### config.mk
export PLATFORM = sky130hd
export DESIGN_NAME = mul_div_mac_register_unit_core
export DESIGN_NICKNAME = d
export VERILOG_FILES = /design/src/rtl/core/mdmac_pkg.sv /design/src/rtl/core/mdmac_serial.sv /design/src/rtl/core/mul_div_mac_register_unit_core.sv
export SDC_FILE = /design/constraint.sdc
export NUM_CORES = 1
export LEC_CHECK = 0
export ABC_CLOCK_PERIOD_IN_PS = 8550
export BUFFER_PORTS_ARGS = -buffer_cell sky130_fd_sc_hd__buf_2
export CORE_ASPECT_RATIO = 1.4
export CORE_UTILIZATION = 25
export DETAILED_ROUTE_END_ITERATION = 8
export HOLD_SLACK_MARGIN = 0.02
export PLACE_DENSITY = 0.45
export SETUP_SLACK_MARGIN = 0.2
export SLEW_MARGIN = 20
export SYNTH_ARGS = -nofsm -noshare
export SYNTH_HDL_FRONTEND = slang
export SYNTH_HIERARCHICAL = 1
export SYNTH_SLANG_ARGS = --single-unit
### constraint.sdc
create_clock -name clk -period 8.55 [get_ports clk]
set_input_delay 1.2825 -clock clk [delete_from_list [all_inputs] [get_ports clk]]
set_output_delay 1.2825 -clock clk [all_outputs]
set_load 0.1 [all_outputs]
### src/rtl/core/mdmac_pkg.sv
// ----------------------------------------------------------------------------
// mdmac_pkg
// Shared types and register map of the multiply / divide / accumulate unit.
// ----------------------------------------------------------------------------
package mdmac_pkg;

  // bus register map
  localparam logic [15:0] ADDR_MODE = 16'h2250;
  localparam logic [15:0] ADDR_A_LO = 16'h2251;
  localparam logic [15:0] ADDR_A_HI = 16'h2252;
  localparam logic [15:0] ADDR_B_LO = 16'h2253;
  localparam logic [15:0] ADDR_B_HI = 16'h2254;
  localparam logic [15:0] ADDR_RES0 = 16'h2306;
  localparam logic [15:0] ADDR_RES1 = 16'h2307;
  localparam logic [15:0] ADDR_RES2 = 16'h2308;
  localparam logic [15:0] ADDR_RES3 = 16'h2309;
  localparam logic [15:0] ADDR_RES4 = 16'h230a;
  localparam logic [15:0] ADDR_OVF  = 16'h230b;

  // mode register bits
  localparam int unsigned MODE_DIV_BIT = 0;
  localparam int unsigned MODE_SUM_BIT = 1;

  // serial engine states
  typedef enum logic [1:0] {
    ST_IDLE,
    ST_RUN,
    ST_DONE
  } mdmac_state_t;

  // start request to the serial engine
  typedef struct packed {
    logic        start;
    logic [15:0] a;
    logic [15:0] b;
  } mdmac_req_t;

  // engine status and results
  typedef struct packed {
    logic        busy;
    logic        done;
    logic        div_zero;
    logic [31:0] product;
    logic [15:0] quotient;
    logic [15:0] remainder;
  } mdmac_rsp_t;

endpackage

### src/rtl/core/mdmac_serial.sv
// ----------------------------------------------------------------------------
// mdmac_serial
// Bit-serial engine: signed shift-add multiply and restoring divide of a
// signed dividend by an unsigned divisor, one bit of each per cycle.
// ----------------------------------------------------------------------------
module mdmac_serial (
  input  logic                clk,
  input  logic                rst_n,
  input  mdmac_pkg::mdmac_req_t req,
  output mdmac_pkg::mdmac_rsp_t rsp
);
  import mdmac_pkg::*;

  mdmac_state_t state_r, state_nxt;
  logic [3:0]   count_r, count_nxt;

  // multiply datapath
  logic [31:0]  acc_r, acc_nxt;
  logic [31:0]  mcand_r, mcand_nxt;
  logic [15:0]  mplier_r, mplier_nxt;

  // divide datapath
  logic [15:0]  rem_r, rem_nxt;
  logic [15:0]  quo_r, quo_nxt;
  logic [15:0]  den_r, den_nxt;
  logic         neg_r, neg_nxt;

  logic         last_step;
  logic [31:0]  addend;
  logic [17:0]  trial;

  assign last_step = (count_r == 4'hf);
  // top bit of the multiplier carries negative weight
  assign addend    = last_step ? (~mcand_r + 32'd1) : mcand_r;
  assign trial     = {1'b0, rem_r, quo_r[15]} - {2'b00, den_r};

  // next state and datapath steps
  always_comb begin
    state_nxt  = state_r;
    count_nxt  = count_r;
    acc_nxt    = acc_r;
    mcand_nxt  = mcand_r;
    mplier_nxt = mplier_r;
    rem_nxt    = rem_r;
    quo_nxt    = quo_r;
    den_nxt    = den_r;
    neg_nxt    = neg_r;
    case (state_r)
      ST_IDLE: begin
        if (req.start) begin
          state_nxt  = ST_RUN;
          count_nxt  = 4'd0;
          acc_nxt    = 32'd0;
          mcand_nxt  = {{16{req.a[15]}}, req.a};
          mplier_nxt = req.b;
          rem_nxt    = 16'd0;
          quo_nxt    = req.a[15] ? (~req.a + 16'd1) : req.a;
          den_nxt    = req.b;
          neg_nxt    = req.a[15];
        end
      end
      ST_RUN: begin
        // one multiplier bit
        if (mplier_r[0]) begin
          acc_nxt = acc_r + addend;
        end
        mcand_nxt  = {mcand_r[30:0], 1'b0};
        mplier_nxt = {1'b0, mplier_r[15:1]};
        // one quotient bit
        if (!trial[17]) begin
          rem_nxt = trial[15:0];
          quo_nxt = {quo_r[14:0], 1'b1};
        end else begin
          rem_nxt = {rem_r[14:0], quo_r[15]};
          quo_nxt = {quo_r[14:0], 1'b0};
        end
        count_nxt = count_r + 4'd1;
        if (last_step) begin
          state_nxt = ST_DONE;
        end
      end
      ST_DONE: begin
        state_nxt = ST_IDLE;
      end
      default: begin
        state_nxt = ST_IDLE;
      end
    endcase
  end

  // control registers
  always_ff @(posedge clk) begin
    if (!rst_n) begin
      state_r <= ST_IDLE;
      count_r <= 4'd0;
    end else begin
      state_r <= state_nxt;
      count_r <= count_nxt;
    end
  end

  // datapath registers
  always_ff @(posedge clk) begin
    acc_r    <= acc_nxt;
    mcand_r  <= mcand_nxt;
    mplier_r <= mplier_nxt;
    rem_r    <= rem_nxt;
    quo_r    <= quo_nxt;
    den_r    <= den_nxt;
    neg_r    <= neg_nxt;
  end

  // results, sign restored on quotient and remainder
  always_comb begin
    rsp.busy      = (state_r != ST_IDLE);
    rsp.done      = (state_r == ST_DONE);
    rsp.div_zero  = (den_r == 16'd0);
    rsp.product   = acc_r;
    rsp.quotient  = neg_r ? (~quo_r + 16'd1) : quo_r;
    rsp.remainder = neg_r ? (~rem_r + 16'd1) : rem_r;
  end

endmodule

### src/rtl/core/mul_div_mac_register_unit_core.sv
// ----------------------------------------------------------------------------
// mul_div_mac_register_unit_core
// Byte-wide register front end of the multiply / divide / accumulate unit.
// ----------------------------------------------------------------------------
// Each request is one bus access and yields one response byte (zero for
// writes). A write to the high byte of operand B starts an operation in the
// bit-serial engine: shift-add multiply or restoring divide, then a step
// that writes the result; no request is taken until the engine is idle
// again. The response register takes a new request in the same cycle that
// the previous response leaves, so a stalled response holds back the next
// request.
module mul_div_mac_register_unit_core (
  input  logic        clk,
  input  logic        rst_n,
  input  logic        in_tvalid,
  output logic        in_tready,
  input  logic [23:0] in_tdata,   // [15:0] reg_address, [23:16] write_data
  input  logic        in_tuser,   // [0] action (1 write, 0 read)
  output logic        out_tvalid,
  input  logic        out_tready,
  output logic [7:0]  out_tdata   // [7:0] read_data
);
  import mdmac_pkg::*;

  logic [15:0] operand_a_r, operand_a_nxt;
  logic [15:0] operand_b_r, operand_b_nxt;
  logic [39:0] result_r, result_nxt;
  logic        ovf_r, ovf_nxt;
  logic        sum_mode_r, sum_mode_nxt;
  logic        div_mode_r, div_mode_nxt;
  logic        out_valid_r, out_valid_nxt;
  logic [7:0]  out_data_r, out_data_nxt;

  logic [15:0] addr;
  logic [7:0]  wdata;
  logic        accept;
  logic [7:0]  rd_byte;
  logic [41:0] sum_ext;

  mdmac_req_t eng_req;
  mdmac_rsp_t eng_rsp;

  assign addr      = in_tdata[15:0];
  assign wdata     = in_tdata[23:16];
  assign in_tready = !eng_rsp.busy && (!out_valid_r || out_tready);
  assign accept    = in_tvalid && in_tready;

  // serial multiply / divide engine
  mdmac_serial u_serial (
    .clk   (clk),
    .rst_n (rst_n),
    .req   (eng_req),
    .rsp   (eng_rsp)
  );

  always_comb begin
    eng_req.start = accept && in_tuser && (addr == ADDR_B_HI);
    eng_req.a     = operand_a_r;
    eng_req.b     = {wdata, operand_b_r[7:0]};
  end

  // accumulate with carry or borrow out of 40 bits
  assign sum_ext = {2'b00, result_r} + {{10{eng_rsp.product[31]}}, eng_rsp.product};

  // read byte select
  always_comb begin
    case (addr)
      ADDR_RES0: rd_byte = result_r[7:0];
      ADDR_RES1: rd_byte = result_r[15:8];
      ADDR_RES2: rd_byte = result_r[23:16];
      ADDR_RES3: rd_byte = result_r[31:24];
      ADDR_RES4: rd_byte = result_r[39:32];
      ADDR_OVF:  rd_byte = {ovf_r, 7'd0};
      default:   rd_byte = 8'd0;
    endcase
  end

  // register writes and result commit
  always_comb begin
    operand_a_nxt = operand_a_r;
    operand_b_nxt = operand_b_r;
    result_nxt    = result_r;
    ovf_nxt       = ovf_r;
    sum_mode_nxt  = sum_mode_r;
    div_mode_nxt  = div_mode_r;
    if (accept && in_tuser) begin
      case (addr)
        ADDR_MODE: begin
          sum_mode_nxt = wdata[MODE_SUM_BIT];
          div_mode_nxt = wdata[MODE_DIV_BIT];
          if (wdata[MODE_SUM_BIT]) begin
            result_nxt = 40'd0;
          end
        end
        ADDR_A_LO: operand_a_nxt = {operand_a_r[15:8], wdata};
        ADDR_A_HI: operand_a_nxt = {wdata, operand_a_r[7:0]};
        ADDR_B_LO: operand_b_nxt = {operand_b_r[15:8], wdata};
        ADDR_B_HI: operand_b_nxt = {wdata, operand_b_r[7:0]};
        default: begin
        end
      endcase
    end
    if (eng_rsp.done) begin
      operand_b_nxt = 16'd0;
      if (sum_mode_r) begin
        result_nxt = sum_ext[39:0];
        ovf_nxt    = sum_ext[41] | sum_ext[40];
      end else if (div_mode_r) begin
        operand_a_nxt = 16'd0;
        result_nxt    = eng_rsp.div_zero ? 40'd0
                      : {8'd0, eng_rsp.remainder, eng_rsp.quotient};
      end else begin
        result_nxt = {{8{eng_rsp.product[31]}}, eng_rsp.product};
      end
    end
  end

  // response register
  always_comb begin
    out_valid_nxt = out_valid_r;
    out_data_nxt  = out_data_r;
    if (accept) begin
      out_valid_nxt = 1'b1;
      out_data_nxt  = in_tuser ? 8'd0 : rd_byte;
    end else if (out_tready) begin
      out_valid_nxt = 1'b0;
    end
  end

  // control and architectural state
  always_ff @(posedge clk) begin
    if (!rst_n) begin
      operand_a_r <= 16'd0;
      operand_b_r <= 16'd0;
      result_r    <= 40'd0;
      ovf_r       <= 1'b0;
      sum_mode_r  <= 1'b0;
      div_mode_r  <= 1'b0;
      out_valid_r <= 1'b0;
    end else begin
      operand_a_r <= operand_a_nxt;
      operand_b_r <= operand_b_nxt;
      result_r    <= result_nxt;
      ovf_r       <= ovf_nxt;
      sum_mode_r  <= sum_mode_nxt;
      div_mode_r  <= div_mode_nxt;
      out_valid_r <= out_valid_nxt;
    end
  end

  // response payload
  always_ff @(posedge clk) begin
    out_data_r <= out_data_nxt;
  end

  assign out_tvalid = out_valid_r;
  assign out_tdata  = out_data_r;

endmodule

==> results.sh <==
export IMPL_dr_first_iter_drc_count=728
export IMPL_max_vdd_ir_drop_mv=0.174
export IMPL_fp_row_count=107
export IMPL_numPortBuffers=38
export IMPL_cts_resized=0
export IMPL_cts_setup_buffers=0
export IMPL_hold_class="flop to flop"
export IMPL_grt_overflow=0
export IMPL_wl_per_cell_um=19.4
export IMPL_multi_input_area_um2=9180
export IMPL_worstPathCellList="ha_1, and3_1, o41ai_1, xnor2_1, ha_1, a21oi_1, nor3b_1, o21ai_0, and4_1, a211oi_1, o22ai_1, a221oi_1, mux2i_1"
export IMPL_grt_pass1_vias=13100
export IMPL_drt_first_pass_iters=8
export IMPL_final_nets=1857
export IMPL_tightest_slew_ns=1.10
export IMPL_clk_pin_slew_ns=0.06
export IMPL_placed_cells=2516
export IMPL_via_per_inst=5.03
export IMPL_status="finished, final reports clean"
export IMPL_rsz0062_at_grt="false"
export IMPL_dp_hpwl_um=39100
export IMPL_numCtsBuffers=24
export IMPL_clockBufferDepth=3
export IMPL_cts_htree_levels=1
export IMPL_finClkSkew_ns=0.0234
export IMPL_start_util=0.252
export IMPL_clkLatencyLatePin_ns=0.55
export IMPL_cp_arrival_ns=4.92
export IMPL_track_usage=0.159
export IMPL_max_stage_delay_ns=0.69
export IMPL_core_area_um2=60800
export IMPL_avgSynthCellArea_um2=8.84
export IMPL_maxSlewHeadroom=0.267
export IMPL_finalNonFillerCells=2560
export IMPL_yosysWarnings=6
export IMPL_max_freq_ghz=0.215
export IMPL_fin_crit_sh=0.543
export IMPL_netlist_cell_type_count=91
export IMPL_grt_pass1_wl_um=77100
export IMPL_io_pins=39
export IMPL_diodes=0
export IMPL_max_cap_viol_count=0
export IMPL_netlist_area_um2=15300
export IMPL_synth_seq_cells=211
export IMPL_final_util=0.283
export IMPL_crit_slowest_cell="and3_1"
export IMPL_die_x_um=211
export IMPL_setup_viol=0
export IMPL_cts_tree="done"
export IMPL_synth_cells=1734
export IMPL_period_minus_slack_ns=4.65
export IMPL_gp_congestion=0.896
export IMPL_antenna_found_initial=0
export IMPL_ant_nets=0
export IMPL_vias=12900
export IMPL_grt_max_degree=90
export IMPL_clock_root_buffer="clkbuf_16"
export IMPL_syn_nets=1866
export IMPL_p_leak_nw=7.01
export IMPL_fp_dieH_um=295
export IMPL_required_ns=8.83
export IMPL_drive_above_1_share=0.0775
export IMPL_cts_hold_buf=0
export IMPL_synth_edf_count=137
export IMPL_slew_violations=0
export IMPL_hold_viol_final=0
export IMPL_ys_seq_area_frac=0.365
export IMPL_area_growth_pct=12.3
export IMPL_setup_tns_ns=0
export IMPL_critical_path_class="flop to flop"
export IMPL_cp_buffers_inverters=0
export IMPL_cp_start_kind="flop"
export IMPL_crit_path_frequent_cell="ha_1"
export IMPL_synth_ff_type="edfxtp_1"
export IMPL_cts_num_sinks=211
export IMPL_fill_cells=6560
export IMPL_wirelength_um=49700
export IMPL_endpoint_kind="flop"
export IMPL_seq_area_um2=5600
export IMPL_crit_family="compound AO/OA/AOI/OAI gates"
export IMPL_drcViolationCount=0
export IMPL_die_area_um2=62300
export IMPL_worstPathMaxFanout=19
export IMPL_pwr_density_cell_nw_per_um2=133
export IMPL_synthArstFlopShare=0
per-stage QoR:
step / instance area (um2) / setup WS, ns / power, mW / hold slack (ns)
floorplan: 15300 / 2.17 / 1.13 / 0.430
finish: 17200 / 3.90 / 2.29 / 0.467
global route: 17200 / 3.51 / 2.35 / 0.485
detailed placement: 16300 / 3.89 / 1.15 / 0.454
CTS: 17200 / 3.87 / 2.32 / 0.467
global placement: 16300 / 3.93 / 1.15 / 0.448
cells in the final DEF, fill, tap and decap left out, types with 18 or more instances in the layout:
cell type and count:
a21o_1 48, a21oi_1 133, a221oi_1 18, a22oi_1 23, and2_1 19, buf_2 38, clkbuf_16 26, dfxtp_1 73
edfxtp_1 137, ha_1 100, inv_1 62, mux2i_1 38, nand2_1 219, nand3_1 30, nor2_1 158, nor3_1 30
o21ai_0 95, o31ai_1 24, xnor2_1 92, xor2_1 53
cell usage after synthesis (all sizes together), types with 12 or more instances:
cell      n  area [um2]
nor2    161         607
nor2b    14        87.6
a211oi   12        90.1
dfxtp    74        1480
edfxtp  137        4110
nand4    14        87.6
ha      100        1250
nor3     34         198
buf      16        76.3
nand3    30         150
a221oi   18         158
mux2i    38         380
a222oi   15         150
a22oi    23         173
and2     19         119
and3     12        75.1
o21bai   12        90.1
a21o     48         360
clkbuf   71         267
nand2b   14        87.6
xor2     53         464
a21oi   134         674
o31ai    25         201
xnor2    92         806
a31oi    17         121
o21ai   102         510
nand2   220         828
inv      65         244
logic make-up (layout without fill, tap and decap cells):
family / count (synthesis) / after routing / synth area share
AND/OR/NAND/NOR: 579 / 579 / 0.178
AO/OA/AOI/OAI: 498 / 498 / 0.220
flip-flops: 211 / 211 / 0.365
buffers and inverters: 152 / 161 / 0.0383
XOR/XNOR: 145 / 145 / 0.0828
adder cells (fa/ha/maj): 103 / 103 / 0.0855
multiplexers: 46 / 46 / 0.0307
path summary, 6_finish.rpt:
| check | to | from | slack [ns] | cells past startpoint |
|---|---|---|---|---|
| worst min register to register | u_serial/den_r[0]$_DFFE_PP_ | operand_b_r[0]$_SDFFE_PP0P_ | 0.47 | 0 |
| worst min-delay path | u_serial/den_r[0]$_DFFE_PP_ | operand_b_r[0]$_SDFFE_PP0P_ | 0.47 | 0 |
| worst max register to register | u_serial/acc_r[31]$_SDFFCE_PN0P_ | u_serial/count_r[0]$_SDFFE_PN0P_ | 3.90 | 13 |
| worst max-delay path | u_serial/acc_r[31]$_SDFFCE_PN0P_ | u_serial/count_r[0]$_SDFFE_PN0P_ | 3.90 | 13 |
state kept, by name, indices dropped and copies added (netlist names), 16 cells and up:
signal,flops
u_serial/mplier_r,16
u_serial/rem_r,16
u_serial/den_r,16
u_serial/acc_r,32
result_r,40
operand_a_r,16
u_serial/quo_r,16
u_serial/mcand_r,32
per-layer routing:
metal	routed length, um	GRT usage
met1	19400	0.170
met2	27500	0.319
met3	1180	0.0135
met4	1710	0.0573
met5	0	0
final cells by class:
class                      instances  area share
multi-input combinational       1371       0.533
sequential                       211       0.325
tap                              817      0.0594
clock buffer                      31      0.0400
timing repair buffer              52      0.0171
inverter                          65      0.0142
clock inverter                    13      0.0114
report_power, final:
part / total [mW] / leakage, nW / internal [mW] / switching, mW
Combinational: 0.0484 / 4.65 / 0.00961 / 0.0388
Clock: 1.16 / 0.431 / 0.720 / 0.443
Sequential: 1.08 / 1.93 / 1.08 / 0.000676
No activity file was read; power rests on OpenSTA's default activity.
